**src/sv/nnds_pkg.sv**
```systemverilog
// nnds_pkg: shared types and constants for the nearest neighbor downscaler
// pixel and result transaction structs, register indexes, reset sizes
// no dependencies

package nnds_pkg;

    localparam int CFG_DATA_W = 13;
    localparam int CFG_INDEX_W = 8;
    localparam int COORD_W = 12;
    localparam int CFG_MAX = (1 << CFG_DATA_W) - 1;

    localparam logic [CFG_INDEX_W-1:0] REG_SOURCE_WIDTH  = 8'd0;
    localparam logic [CFG_INDEX_W-1:0] REG_SOURCE_HEIGHT = 8'd1;
    localparam logic [CFG_INDEX_W-1:0] REG_TARGET_WIDTH  = 8'd2;
    localparam logic [CFG_INDEX_W-1:0] REG_TARGET_HEIGHT = 8'd3;

    localparam logic [CFG_DATA_W-1:0] RESET_WIDTH  = 13'd128;
    localparam logic [CFG_DATA_W-1:0] RESET_HEIGHT = 13'd85;

    typedef struct packed {
        logic [7:0] pix_blue;
        logic [7:0] pix_green;
        logic [7:0] pix_red;
    } pix_t;

    typedef struct packed {
        logic [7:0]         out_blue;
        logic [7:0]         out_green;
        logic [7:0]         out_red;
        logic [COORD_W-1:0] out_row;
        logic [COORD_W-1:0] out_col;
        logic               frame_last;
    } res_t;

endpackage

```
**src/sv/nearest_neighbor_downscaler.sv**
```systemverilog
// nearest_neighbor_downscaler: streaming nearest neighbor image downscaler
// top level with size registers, shared restoring divider and position tracking
// depends on nnds_pkg
//
// source pixels enter on the pix channel in raster order, one transaction per
// pixel; selected pixels leave on the res channel with output row, column and
// an end-of-frame flag. pixels that are not selected produce no result.
// a selected pixel appears on res in the cycle after its pix transaction, and a
// new pixel is taken every cycle while the result register is free or being
// drained in the same cycle, so the sustained rate is one pixel per clock.
// if the receiver stalls, the result register holds and pix_ready drops until
// the pending result is taken.
// cfg writes sizes by register index (0 source width, 1 source height,
// 2 target width, 3 target height); a write to a known index restarts the
// frame. after reset and after each such write, a shared restoring divider
// computes width and height step quotients, one quotient bit per cycle;
// pix_ready stays low until both quotients are done.
// reset loads 128 x 85 for both source and target sizes.

module nearest_neighbor_downscaler
    import nnds_pkg::*;
#(
    parameter int MAX_DIM = 4096
)
(
    input  logic                   clk,
    input  logic                   rst_n,
    input  logic                   cfg_valid,
    output logic                   cfg_ready,
    input  logic [CFG_INDEX_W-1:0] cfg_index,
    input  logic [CFG_DATA_W-1:0]  cfg_data,
    input  logic                   pix_valid,
    output logic                   pix_ready,
    input  pix_t                   pix,
    output logic                   res_valid,
    input  logic                   res_ready,
    output res_t                   res
);

    localparam int EFF_MAX = (MAX_DIM < CFG_MAX) ? MAX_DIM : CFG_MAX;
    localparam int DW = $clog2(EFF_MAX + 1);
    localparam int CNT_W = (DW > 1) ? $clog2(DW) : 1;

    typedef enum logic [2:0] {
        DIV_LOAD_COL,
        DIV_RUN_COL,
        DIV_LOAD_ROW,
        DIV_RUN_ROW,
        DIV_DONE
    } div_state_t;

    function automatic logic [DW-1:0] eff_dim(input logic [CFG_DATA_W-1:0] v);
        logic [DW-1:0] r;
        if (v == '0)
            r = DW'(1);
        else if (32'(v) > MAX_DIM)
            r = DW'(MAX_DIM);
        else
            r = DW'(v);
        return r;
    endfunction

    // size registers
    logic [CFG_DATA_W-1:0] src_w_cfg_reg, src_h_cfg_reg, dst_w_cfg_reg, dst_h_cfg_reg;
    logic                  cfg_write;
    logic                  cfg_known;

    // effective sizes
    logic [DW-1:0] sw, sh, tw_raw, th_raw, tw, th;

    // divider
    div_state_t    div_state_reg;
    logic [DW-1:0] div_rem_reg;
    logic [DW-1:0] div_quo_reg;
    logic [CNT_W-1:0] div_cnt_reg;
    logic [DW-1:0] div_den;
    logic [DW:0]   div_shift;
    logic          div_ge;
    logic [DW:0]   div_diff;
    logic [DW-1:0] div_rem_next;
    logic [DW-1:0] div_quo_next;
    logic [DW-1:0] col_q_reg, col_r_reg, row_q_reg, row_r_reg;

    // position
    logic [DW-1:0] src_row_reg, src_col_reg, dst_row_reg, dst_col_reg;
    logic [DW-1:0] nsr_reg, nsc_reg, row_rem_reg, col_rem_reg;
    logic [DW-1:0] src_row_next, src_col_next, dst_row_next, dst_col_next;
    logic [DW-1:0] nsr_next, nsc_next, row_rem_next, col_rem_next;
    logic          row_hit, hit, col_end, row_end, last;
    logic [DW:0]   col_sum, row_sum, col_tgt, row_tgt;
    logic          col_wrap, row_wrap;
    logic [DW:0]   col_inc, row_inc;

    // output
    logic pix_accept;
    logic res_valid_reg;
    res_t res_reg;

    assign cfg_ready = 1'b1;
    assign cfg_write = cfg_valid && cfg_ready;

    always_comb
    begin
        unique case (cfg_index)
            REG_SOURCE_WIDTH, REG_SOURCE_HEIGHT,
            REG_TARGET_WIDTH, REG_TARGET_HEIGHT: cfg_known = 1'b1;
            default:                             cfg_known = 1'b0;
        endcase
    end

    always_ff @(posedge clk or negedge rst_n)
    begin
        if (!rst_n)
        begin
            src_w_cfg_reg <= RESET_WIDTH;
            src_h_cfg_reg <= RESET_HEIGHT;
            dst_w_cfg_reg <= RESET_WIDTH;
            dst_h_cfg_reg <= RESET_HEIGHT;
        end
        else if (cfg_write)
        begin
            unique case (cfg_index)
                REG_SOURCE_WIDTH:  src_w_cfg_reg <= cfg_data;
                REG_SOURCE_HEIGHT: src_h_cfg_reg <= cfg_data;
                REG_TARGET_WIDTH:  dst_w_cfg_reg <= cfg_data;
                REG_TARGET_HEIGHT: dst_h_cfg_reg <= cfg_data;
                default:           ;
            endcase
        end
    end

    always_comb
    begin
        sw     = eff_dim(src_w_cfg_reg);
        sh     = eff_dim(src_h_cfg_reg);
        tw_raw = eff_dim(dst_w_cfg_reg);
        th_raw = eff_dim(dst_h_cfg_reg);
        tw     = (tw_raw > sw) ? sw : tw_raw;
        th     = (th_raw > sh) ? sh : th_raw;
    end

    // restoring divider step, one quotient bit per cycle
    always_comb
    begin
        div_den      = (div_state_reg == DIV_RUN_ROW) ? th : tw;
        div_shift    = {div_rem_reg, div_quo_reg[DW-1]};
        div_ge       = div_shift >= {1'b0, div_den};
        div_diff     = div_shift - {1'b0, div_den};
        div_rem_next = div_ge ? div_diff[DW-1:0] : div_shift[DW-1:0];
        div_quo_next = {div_quo_reg[DW-2:0], div_ge};
    end

    always_ff @(posedge clk or negedge rst_n)
    begin
        if (!rst_n)
        begin
            div_state_reg <= DIV_LOAD_COL;
            div_cnt_reg   <= '0;
            div_rem_reg   <= '0;
            div_quo_reg   <= '0;
            col_q_reg     <= '0;
            col_r_reg     <= '0;
            row_q_reg     <= '0;
            row_r_reg     <= '0;
        end
        else if (cfg_write && cfg_known)
        begin
            div_state_reg <= DIV_LOAD_COL;
        end
        else
        begin
            unique case (div_state_reg)
                DIV_LOAD_COL, DIV_LOAD_ROW:
                begin
                    div_rem_reg   <= '0;
                    div_quo_reg   <= (div_state_reg == DIV_LOAD_COL) ? sw : sh;
                    div_cnt_reg   <= '0;
                    div_state_reg <= (div_state_reg == DIV_LOAD_COL) ? DIV_RUN_COL
                                                                     : DIV_RUN_ROW;
                end
                DIV_RUN_COL, DIV_RUN_ROW:
                begin
                    div_rem_reg <= div_rem_next;
                    div_quo_reg <= div_quo_next;
                    div_cnt_reg <= div_cnt_reg + CNT_W'(1);
                    if (div_cnt_reg == CNT_W'(DW - 1))
                    begin
                        if (div_state_reg == DIV_RUN_COL)
                        begin
                            col_q_reg     <= div_quo_next;
                            col_r_reg     <= div_rem_next;
                            div_state_reg <= DIV_LOAD_ROW;
                        end
                        else
                        begin
                            row_q_reg     <= div_quo_next;
                            row_r_reg     <= div_rem_next;
                            div_state_reg <= DIV_DONE;
                        end
                    end
                end
                DIV_DONE: ;
                default:  div_state_reg <= DIV_LOAD_COL;
            endcase
        end
    end

    assign pix_ready  = (div_state_reg == DIV_DONE) && (!res_valid_reg || res_ready);
    assign pix_accept = pix_valid && pix_ready;

    // selection and incremental target tracking
    always_comb
    begin
        row_hit = (src_row_reg == nsr_reg) && (dst_row_reg < th);
        hit     = row_hit && (src_col_reg == nsc_reg) && (dst_col_reg < tw);
        col_end = ({1'b0, src_col_reg} + (DW+1)'(1)) >= {1'b0, sw};
        row_end = ({1'b0, src_row_reg} + (DW+1)'(1)) >= {1'b0, sh};
        last    = (dst_row_reg == th - DW'(1)) && (dst_col_reg == tw - DW'(1));

        col_sum  = {1'b0, col_rem_reg} + {1'b0, col_r_reg};
        col_wrap = col_sum >= {1'b0, tw};
        col_inc  = {1'b0, nsc_reg} + {1'b0, col_q_reg};
        col_tgt  = col_inc + (DW+1)'(col_wrap);
        row_sum  = {1'b0, row_rem_reg} + {1'b0, row_r_reg};
        row_wrap = row_sum >= {1'b0, th};
        row_inc  = {1'b0, nsr_reg} + {1'b0, row_q_reg};
        row_tgt  = row_inc + (DW+1)'(row_wrap);

        src_row_next = src_row_reg;
        src_col_next = src_col_reg;
        dst_row_next = dst_row_reg;
        dst_col_next = dst_col_reg;
        nsr_next     = nsr_reg;
        nsc_next     = nsc_reg;
        row_rem_next = row_rem_reg;
        col_rem_next = col_rem_reg;

        if (col_end)
        begin
            src_col_next = '0;
            dst_col_next = '0;
            nsc_next     = '0;
            col_rem_next = '0;
            if (row_hit)
            begin
                dst_row_next = dst_row_reg + DW'(1);
                nsr_next     = row_tgt[DW-1:0];
                row_rem_next = row_wrap ? DW'(row_sum - {1'b0, th}) : row_sum[DW-1:0];
            end
            if (row_end)
            begin
                src_row_next = '0;
                dst_row_next = '0;
                nsr_next     = '0;
                row_rem_next = '0;
            end
            else
            begin
                src_row_next = src_row_reg + DW'(1);
            end
        end
        else
        begin
            src_col_next = src_col_reg + DW'(1);
            if (hit)
            begin
                dst_col_next = dst_col_reg + DW'(1);
                nsc_next     = col_tgt[DW-1:0];
                col_rem_next = col_wrap ? DW'(col_sum - {1'b0, tw}) : col_sum[DW-1:0];
            end
        end
    end

    always_ff @(posedge clk or negedge rst_n)
    begin
        if (!rst_n)
        begin
            src_row_reg <= '0;
            src_col_reg <= '0;
            dst_row_reg <= '0;
            dst_col_reg <= '0;
            nsr_reg     <= '0;
            nsc_reg     <= '0;
            row_rem_reg <= '0;
            col_rem_reg <= '0;
        end
        else if (cfg_write && cfg_known)
        begin
            src_row_reg <= '0;
            src_col_reg <= '0;
            dst_row_reg <= '0;
            dst_col_reg <= '0;
            nsr_reg     <= '0;
            nsc_reg     <= '0;
            row_rem_reg <= '0;
            col_rem_reg <= '0;
        end
        else if (pix_accept)
        begin
            src_row_reg <= src_row_next;
            src_col_reg <= src_col_next;
            dst_row_reg <= dst_row_next;
            dst_col_reg <= dst_col_next;
            nsr_reg     <= nsr_next;
            nsc_reg     <= nsc_next;
            row_rem_reg <= row_rem_next;
            col_rem_reg <= col_rem_next;
        end
    end

    // result register
    always_ff @(posedge clk or negedge rst_n)
    begin
        if (!rst_n)
            res_valid_reg <= 1'b0;
        else if (pix_accept)
            res_valid_reg <= hit;
        else if (res_ready)
            res_valid_reg <= 1'b0;
    end

    always_ff @(posedge clk)
    begin
        if (pix_accept && hit)
        begin
            res_reg.out_blue   <= pix.pix_blue;
            res_reg.out_green  <= pix.pix_green;
            res_reg.out_red    <= pix.pix_red;
            res_reg.out_row    <= COORD_W'(dst_row_reg);
            res_reg.out_col    <= COORD_W'(dst_col_reg);
            res_reg.frame_last <= last;
        end
    end

    assign res_valid = res_valid_reg;
    assign res       = res_reg;

endmodule

```
**config.mk**
```make
export PLATFORM = sky130hd
export DESIGN_NAME = nearest_neighbor_downscaler
export DESIGN_NICKNAME = d
export VERILOG_FILES = /design/src/sv/nnds_pkg.sv /design/src/sv/nearest_neighbor_downscaler.sv
export SDC_FILE = /design/constraint.sdc
export NUM_CORES = 1
export LEC_CHECK = 0
export BUFFER_PORTS_ARGS = -buffer_cell sky130_fd_sc_hd__buf_4
export CORE_ASPECT_RATIO = 0.75
export CORE_UTILIZATION = 40
export DETAILED_ROUTE_END_ITERATION = 12
export SLEW_MARGIN = 25
export SYNTH_ARGS = -nofsm -noshare
export SYNTH_HDL_FRONTEND = slang
export SYNTH_SLANG_ARGS = --single-unit
```
**constraint.sdc**
```tcl
create_clock -name clk -period 7.6 [get_ports clk]
set_input_delay 0.76 -clock clk [delete_from_list [all_inputs] [get_ports clk]]
set_output_delay 0.76 -clock clk [all_outputs]
set_load 0.05 [all_outputs]
```
==> key figures <==
Clocking
  – CTS tree: built
  – Number of sinks driven by the clock tree: 291
  – Root Buffer: sky130_fd_sc_hd__clkbuf_16
  – Source-to-sink clock delay at the later pin of the worst-skew pair: 600 ps
  – Number of levels in the clock H-tree: 1
  – Num CTS Buffers: 31
  – Clk slew on worst S/H paths: 60 ps
  – Buffer depth of the longest clock path: 3

GRT
  – Most utilized layer in the global route result: met1
  – Met2 Usage GRT: 35.1%
  – Total grt overflow: 0
  – Met3 layer usage reported by global route: 3.84%
  – Wire length of the first global-routing pass: 93400 um
  – Met1 layer usage reported by global route: 35.9%
  – Via count of the first global-routing pass: 15900
  – Number of antenna violations at the first check in global routing: 0
  – Largest net degree at the start of global routing: 144
  – Global-route usage over all layers: 23.9%

Worst setup path
  – Crit path largest cell delay: 530 ps
  – Crit Path Category: flop to flop
  – Critical Path Sink Type: flop
  – Arrival time reported for the critical path endpoint: 7580 ps
  – Worst R2R Setup Slack: 480 ps
  – Critical path's slowest cell: sky130_fd_sc_hd__or4_1
  – FF-to-FF path depth: 32
  – Worst endpoint required time: 8050 ps
  – Worst r2r src: dst_w_cfg_reg[8]
  – CP Max Fanout: 17
  – FF-to-FF End: nsc_reg[12]
  – Critical Path Start Type: flop

Drt
  – Detailed-route via count: 16400
  – Count of antenna-violating nets left after detailed routing: 0
  – Initial DRC count: 1320
  – DRT Pass-1 Iters: 5
  – Via density per instance: 5.57
  – Average detailed-routed wire length per instance: 20.5 um
  – DRC viols: 0
  – Final wirelength: 60300 um

Power and ir drop
  – Power per cell area: 324 nW/um^2
  – Worst vdd rail ir drop: 0.189 mV
  – Total power after layout: 7.38 mW
  – LEAKAGE: 10.6 nW

Yosys
  – Cell area after synthesis: 19900 um^2
  – Average cell area after synthesis: 9.20 um^2
  – Netlist cell types: 90
  – Net count after synthesis: 2395
  – Ys flop type: sky130_fd_sc_hd__dfrtp_1
  – Number of enable flip-flop cells after synthesis: 49
  – Number of cells produced by synthesis: 2163
  – Synth warn: 0
  – Register area share after synthesis: 37.9%
  – Synth async-reset ratio: 83.2%
  – Synthesized flop and latch total: 291

Cells and area
  – Largest register FFs: 49
  – Number of antenna diodes: 0
  – Fillers: 4727
  – Net total in the final layout: 2504
  – Area growth from synthesis to layout: 14.7%
  – Fraction of final layout cells with drive strength greater than 1: 14.9%

Placement
  – DP Worst Slack: 110 ps
  – Placer's final routability congestion estimate: 0.966
  – HPWL after detailed placement: 46700 um
  – Count of input and output buffers: 100

Run status
  – Run status: finished clean

Floorplanning
  – Initial cell density of the core: 40.7%
  – Core area: 48900 um^2
  – Top Ports: 102
  – Floorplan die width: 260 um
  – Die Y: 195 um
  – Area enclosed by the die boundary: 50600 um^2
  – Number of cell rows: 70

Timing
  – Setup Viol. Count Final: 0
  – Period utilization: 93.7%
  – Max Clk Rate: 140 MHz
  – Count of pins over their slew limit: 0
  – Worst Slack Setup Final: 477 ps
  – Relative slew slack: 36.9%
  – Number of failing hold endpoints at the final stage: 0
  – Clock period minus final worst setup slack: 7120 ps
  – Pin slew with the least headroom to its limit: 939 ps
  – Layout Skew: 20.9 ps

Hold path
  – Worst min-delay path category: input pin to asynchronous set/reset pin

Run
  – Max-capacitance violation count: 0
[where the power goes]
part	leakage, nW	total [mW]	internal [mW]	switching [mW]
logic	6.52	3.72	1.58	2.14
registers	3.55	2.09	1.83	0.257
clock network	0.504	1.58	0.908	0.669
total	10.6	7.38	4.32	3.07
[worst max-delay path: cells and delay by family (launching register included)]
family / cells / cell delay, ps
flip-flops: 1 / 390
AO/OA/AOI/OAI: 14 / 2850
multiplexers: 1 / 260
AND/OR/NAND/NOR: 11 / 2180
adder cells (fa/ha/maj): 4 / 1040
buffers and inverters: 2 / 290
[repair_timing]
item,in CTS,in global routing
buffers inserted,0,7
endpoints found under the setup margin,0,9
resized for setup,0,30
hold buffers,0,0
[Yosys cell counts (7+ instances only)]
| cell type | count | area [um^2] |
|---|---|---|
| sky130_fd_sc_hd__a211oi_1 | 13 | 97.6 |
| sky130_fd_sc_hd__a21o_1 | 47 | 353 |
| sky130_fd_sc_hd__a21oi_1 | 94 | 470 |
| sky130_fd_sc_hd__a22o_1 | 16 | 140 |
| sky130_fd_sc_hd__a31oi_1 | 12 | 75.1 |
| sky130_fd_sc_hd__and2_1 | 8 | 50.1 |
| sky130_fd_sc_hd__and3_1 | 21 | 131 |
| sky130_fd_sc_hd__buf_1 | 8 | 30.0 |
| sky130_fd_sc_hd__buf_2 | 7 | 35.0 |
| sky130_fd_sc_hd__clkbuf_1 | 69 | 259 |
| sky130_fd_sc_hd__dfrtp_1 | 232 | 5810 |
| sky130_fd_sc_hd__dfstp_2 | 10 | 263 |
| sky130_fd_sc_hd__edfxtp_1 | 49 | 1470 |
| sky130_fd_sc_hd__fa_1 | 9 | 180 |
| sky130_fd_sc_hd__ha_1 | 173 | 2160 |
| sky130_fd_sc_hd__inv_1 | 82 | 308 |
| sky130_fd_sc_hd__mux2_2 | 65 | 732 |
| sky130_fd_sc_hd__mux2i_1 | 62 | 621 |
| sky130_fd_sc_hd__nand2_1 | 304 | 1140 |
| sky130_fd_sc_hd__nand2b_1 | 27 | 169 |
| sky130_fd_sc_hd__nand3_1 | 62 | 310 |
| sky130_fd_sc_hd__nand3b_1 | 10 | 75.1 |
| sky130_fd_sc_hd__nand4_1 | 29 | 181 |
| sky130_fd_sc_hd__nor2_1 | 132 | 495 |
| sky130_fd_sc_hd__nor2b_1 | 54 | 338 |
| sky130_fd_sc_hd__nor3_1 | 42 | 210 |
| sky130_fd_sc_hd__nor4_1 | 16 | 100 |
| sky130_fd_sc_hd__o211ai_1 | 13 | 97.6 |
| sky130_fd_sc_hd__o21ai_0 | 186 | 931 |
| sky130_fd_sc_hd__o21ai_1 | 10 | 50.1 |
| sky130_fd_sc_hd__o31ai_1 | 16 | 120 |
| sky130_fd_sc_hd__o41ai_1 | 7 | 61.3 |
| sky130_fd_sc_hd__or2_2 | 9 | 56.3 |
| sky130_fd_sc_hd__or3_1 | 13 | 81.3 |
| sky130_fd_sc_hd__xnor2_1 | 101 | 885 |
| sky130_fd_sc_hd__xor2_1 | 54 | 473 |
[final cells by class]
cell class / count / area [um^2] / share of cell area [%]
multi-input cells: 1697 / 11800 / 51.7
clock inverters: 16 / 198 / 0.867
flip-flops and latches: 291 / 7540 / 33.1
clock buffers: 41 / 835 / 3.66
repair buffers: 166 / 1310 / 5.75
well taps: 648 / 811 / 3.55
inverters: 85 / 327 / 1.43
[worst max-delay path by stage]
stage / endpoint / slack [ps] / start
after floorplan: nsc_reg[12] / 40 / dst_w_cfg_reg[8]
after global placement: nsc_reg[12] / 160 / dst_w_cfg_reg[8]
after detailed placement: nsc_reg[12] / 110 / dst_w_cfg_reg[8]
after CTS: nsc_reg[12] / 70 / dst_w_cfg_reg[8]
after global routing: nsc_reg[12] / -3 / dst_w_cfg_reg[8]
final: nsc_reg[12] / 480 / dst_w_cfg_reg[8]
[routing by layer]
metal / routed length (um) / up-vias
met3: 3820 / 91
met4: 1680 / 0
met1: 29400 / 7951
met5: 0 / -
li1: - / 7903
met2: 25300 / 457
[placed cells by master (no fill, tap or decap), types with 16 or more instances in the layout]
cell type,instances
sky130_fd_sc_hd__a21o_1,47
sky130_fd_sc_hd__a21oi_1,91
sky130_fd_sc_hd__a22o_1,16
sky130_fd_sc_hd__and3_1,21
sky130_fd_sc_hd__buf_4,160
sky130_fd_sc_hd__clkbuf_16,33
sky130_fd_sc_hd__dfrtp_1,230
sky130_fd_sc_hd__edfxtp_1,49
sky130_fd_sc_hd__ha_1,172
sky130_fd_sc_hd__inv_1,81
sky130_fd_sc_hd__mux2_2,65
sky130_fd_sc_hd__mux2i_1,59
sky130_fd_sc_hd__nand2_1,304
sky130_fd_sc_hd__nand2b_1,27
sky130_fd_sc_hd__nand3_1,62
sky130_fd_sc_hd__nand4_1,29
sky130_fd_sc_hd__nor2_1,128
sky130_fd_sc_hd__nor2b_1,51
sky130_fd_sc_hd__nor3_1,42
sky130_fd_sc_hd__o21ai_0,182
sky130_fd_sc_hd__o31ai_1,16
sky130_fd_sc_hd__xnor2_1,101
sky130_fd_sc_hd__xor2_1,54
[logic make-up (layout without fill, tap and decap cells)]
group | count (synthesis) | in the layout | synth area share, %
buf+inv | 175 | 308 | 3.47
flops | 291 | 291 | 37.9
mux | 129 | 129 | 6.94
simple gates | 755 | 755 | 18.0
compound gates | 474 | 474 | 15.0
xor+xnor | 156 | 156 | 6.91
fa+ha+maj | 182 | 182 | 11.8
other cells | 1 | 1 | 0.0189
[through the flow]
stage	TNS [ps]	cell area, um^2	util [%]	hold slack [ps]	instances
4_1_cts	0	22600	46.3	214	2936
6_report	0	22800	46.7	154	2944
3_5_place_dp	0	21600	44.2	472	2879
2_1_floorplan	0	19900	-	451	2163
5_1_grt	-3.23	22800	46.7	236	2944
3_3_place_gp	0	21600	44.2	466	2879
Note: power is estimated with default switching activity, not from simulation.
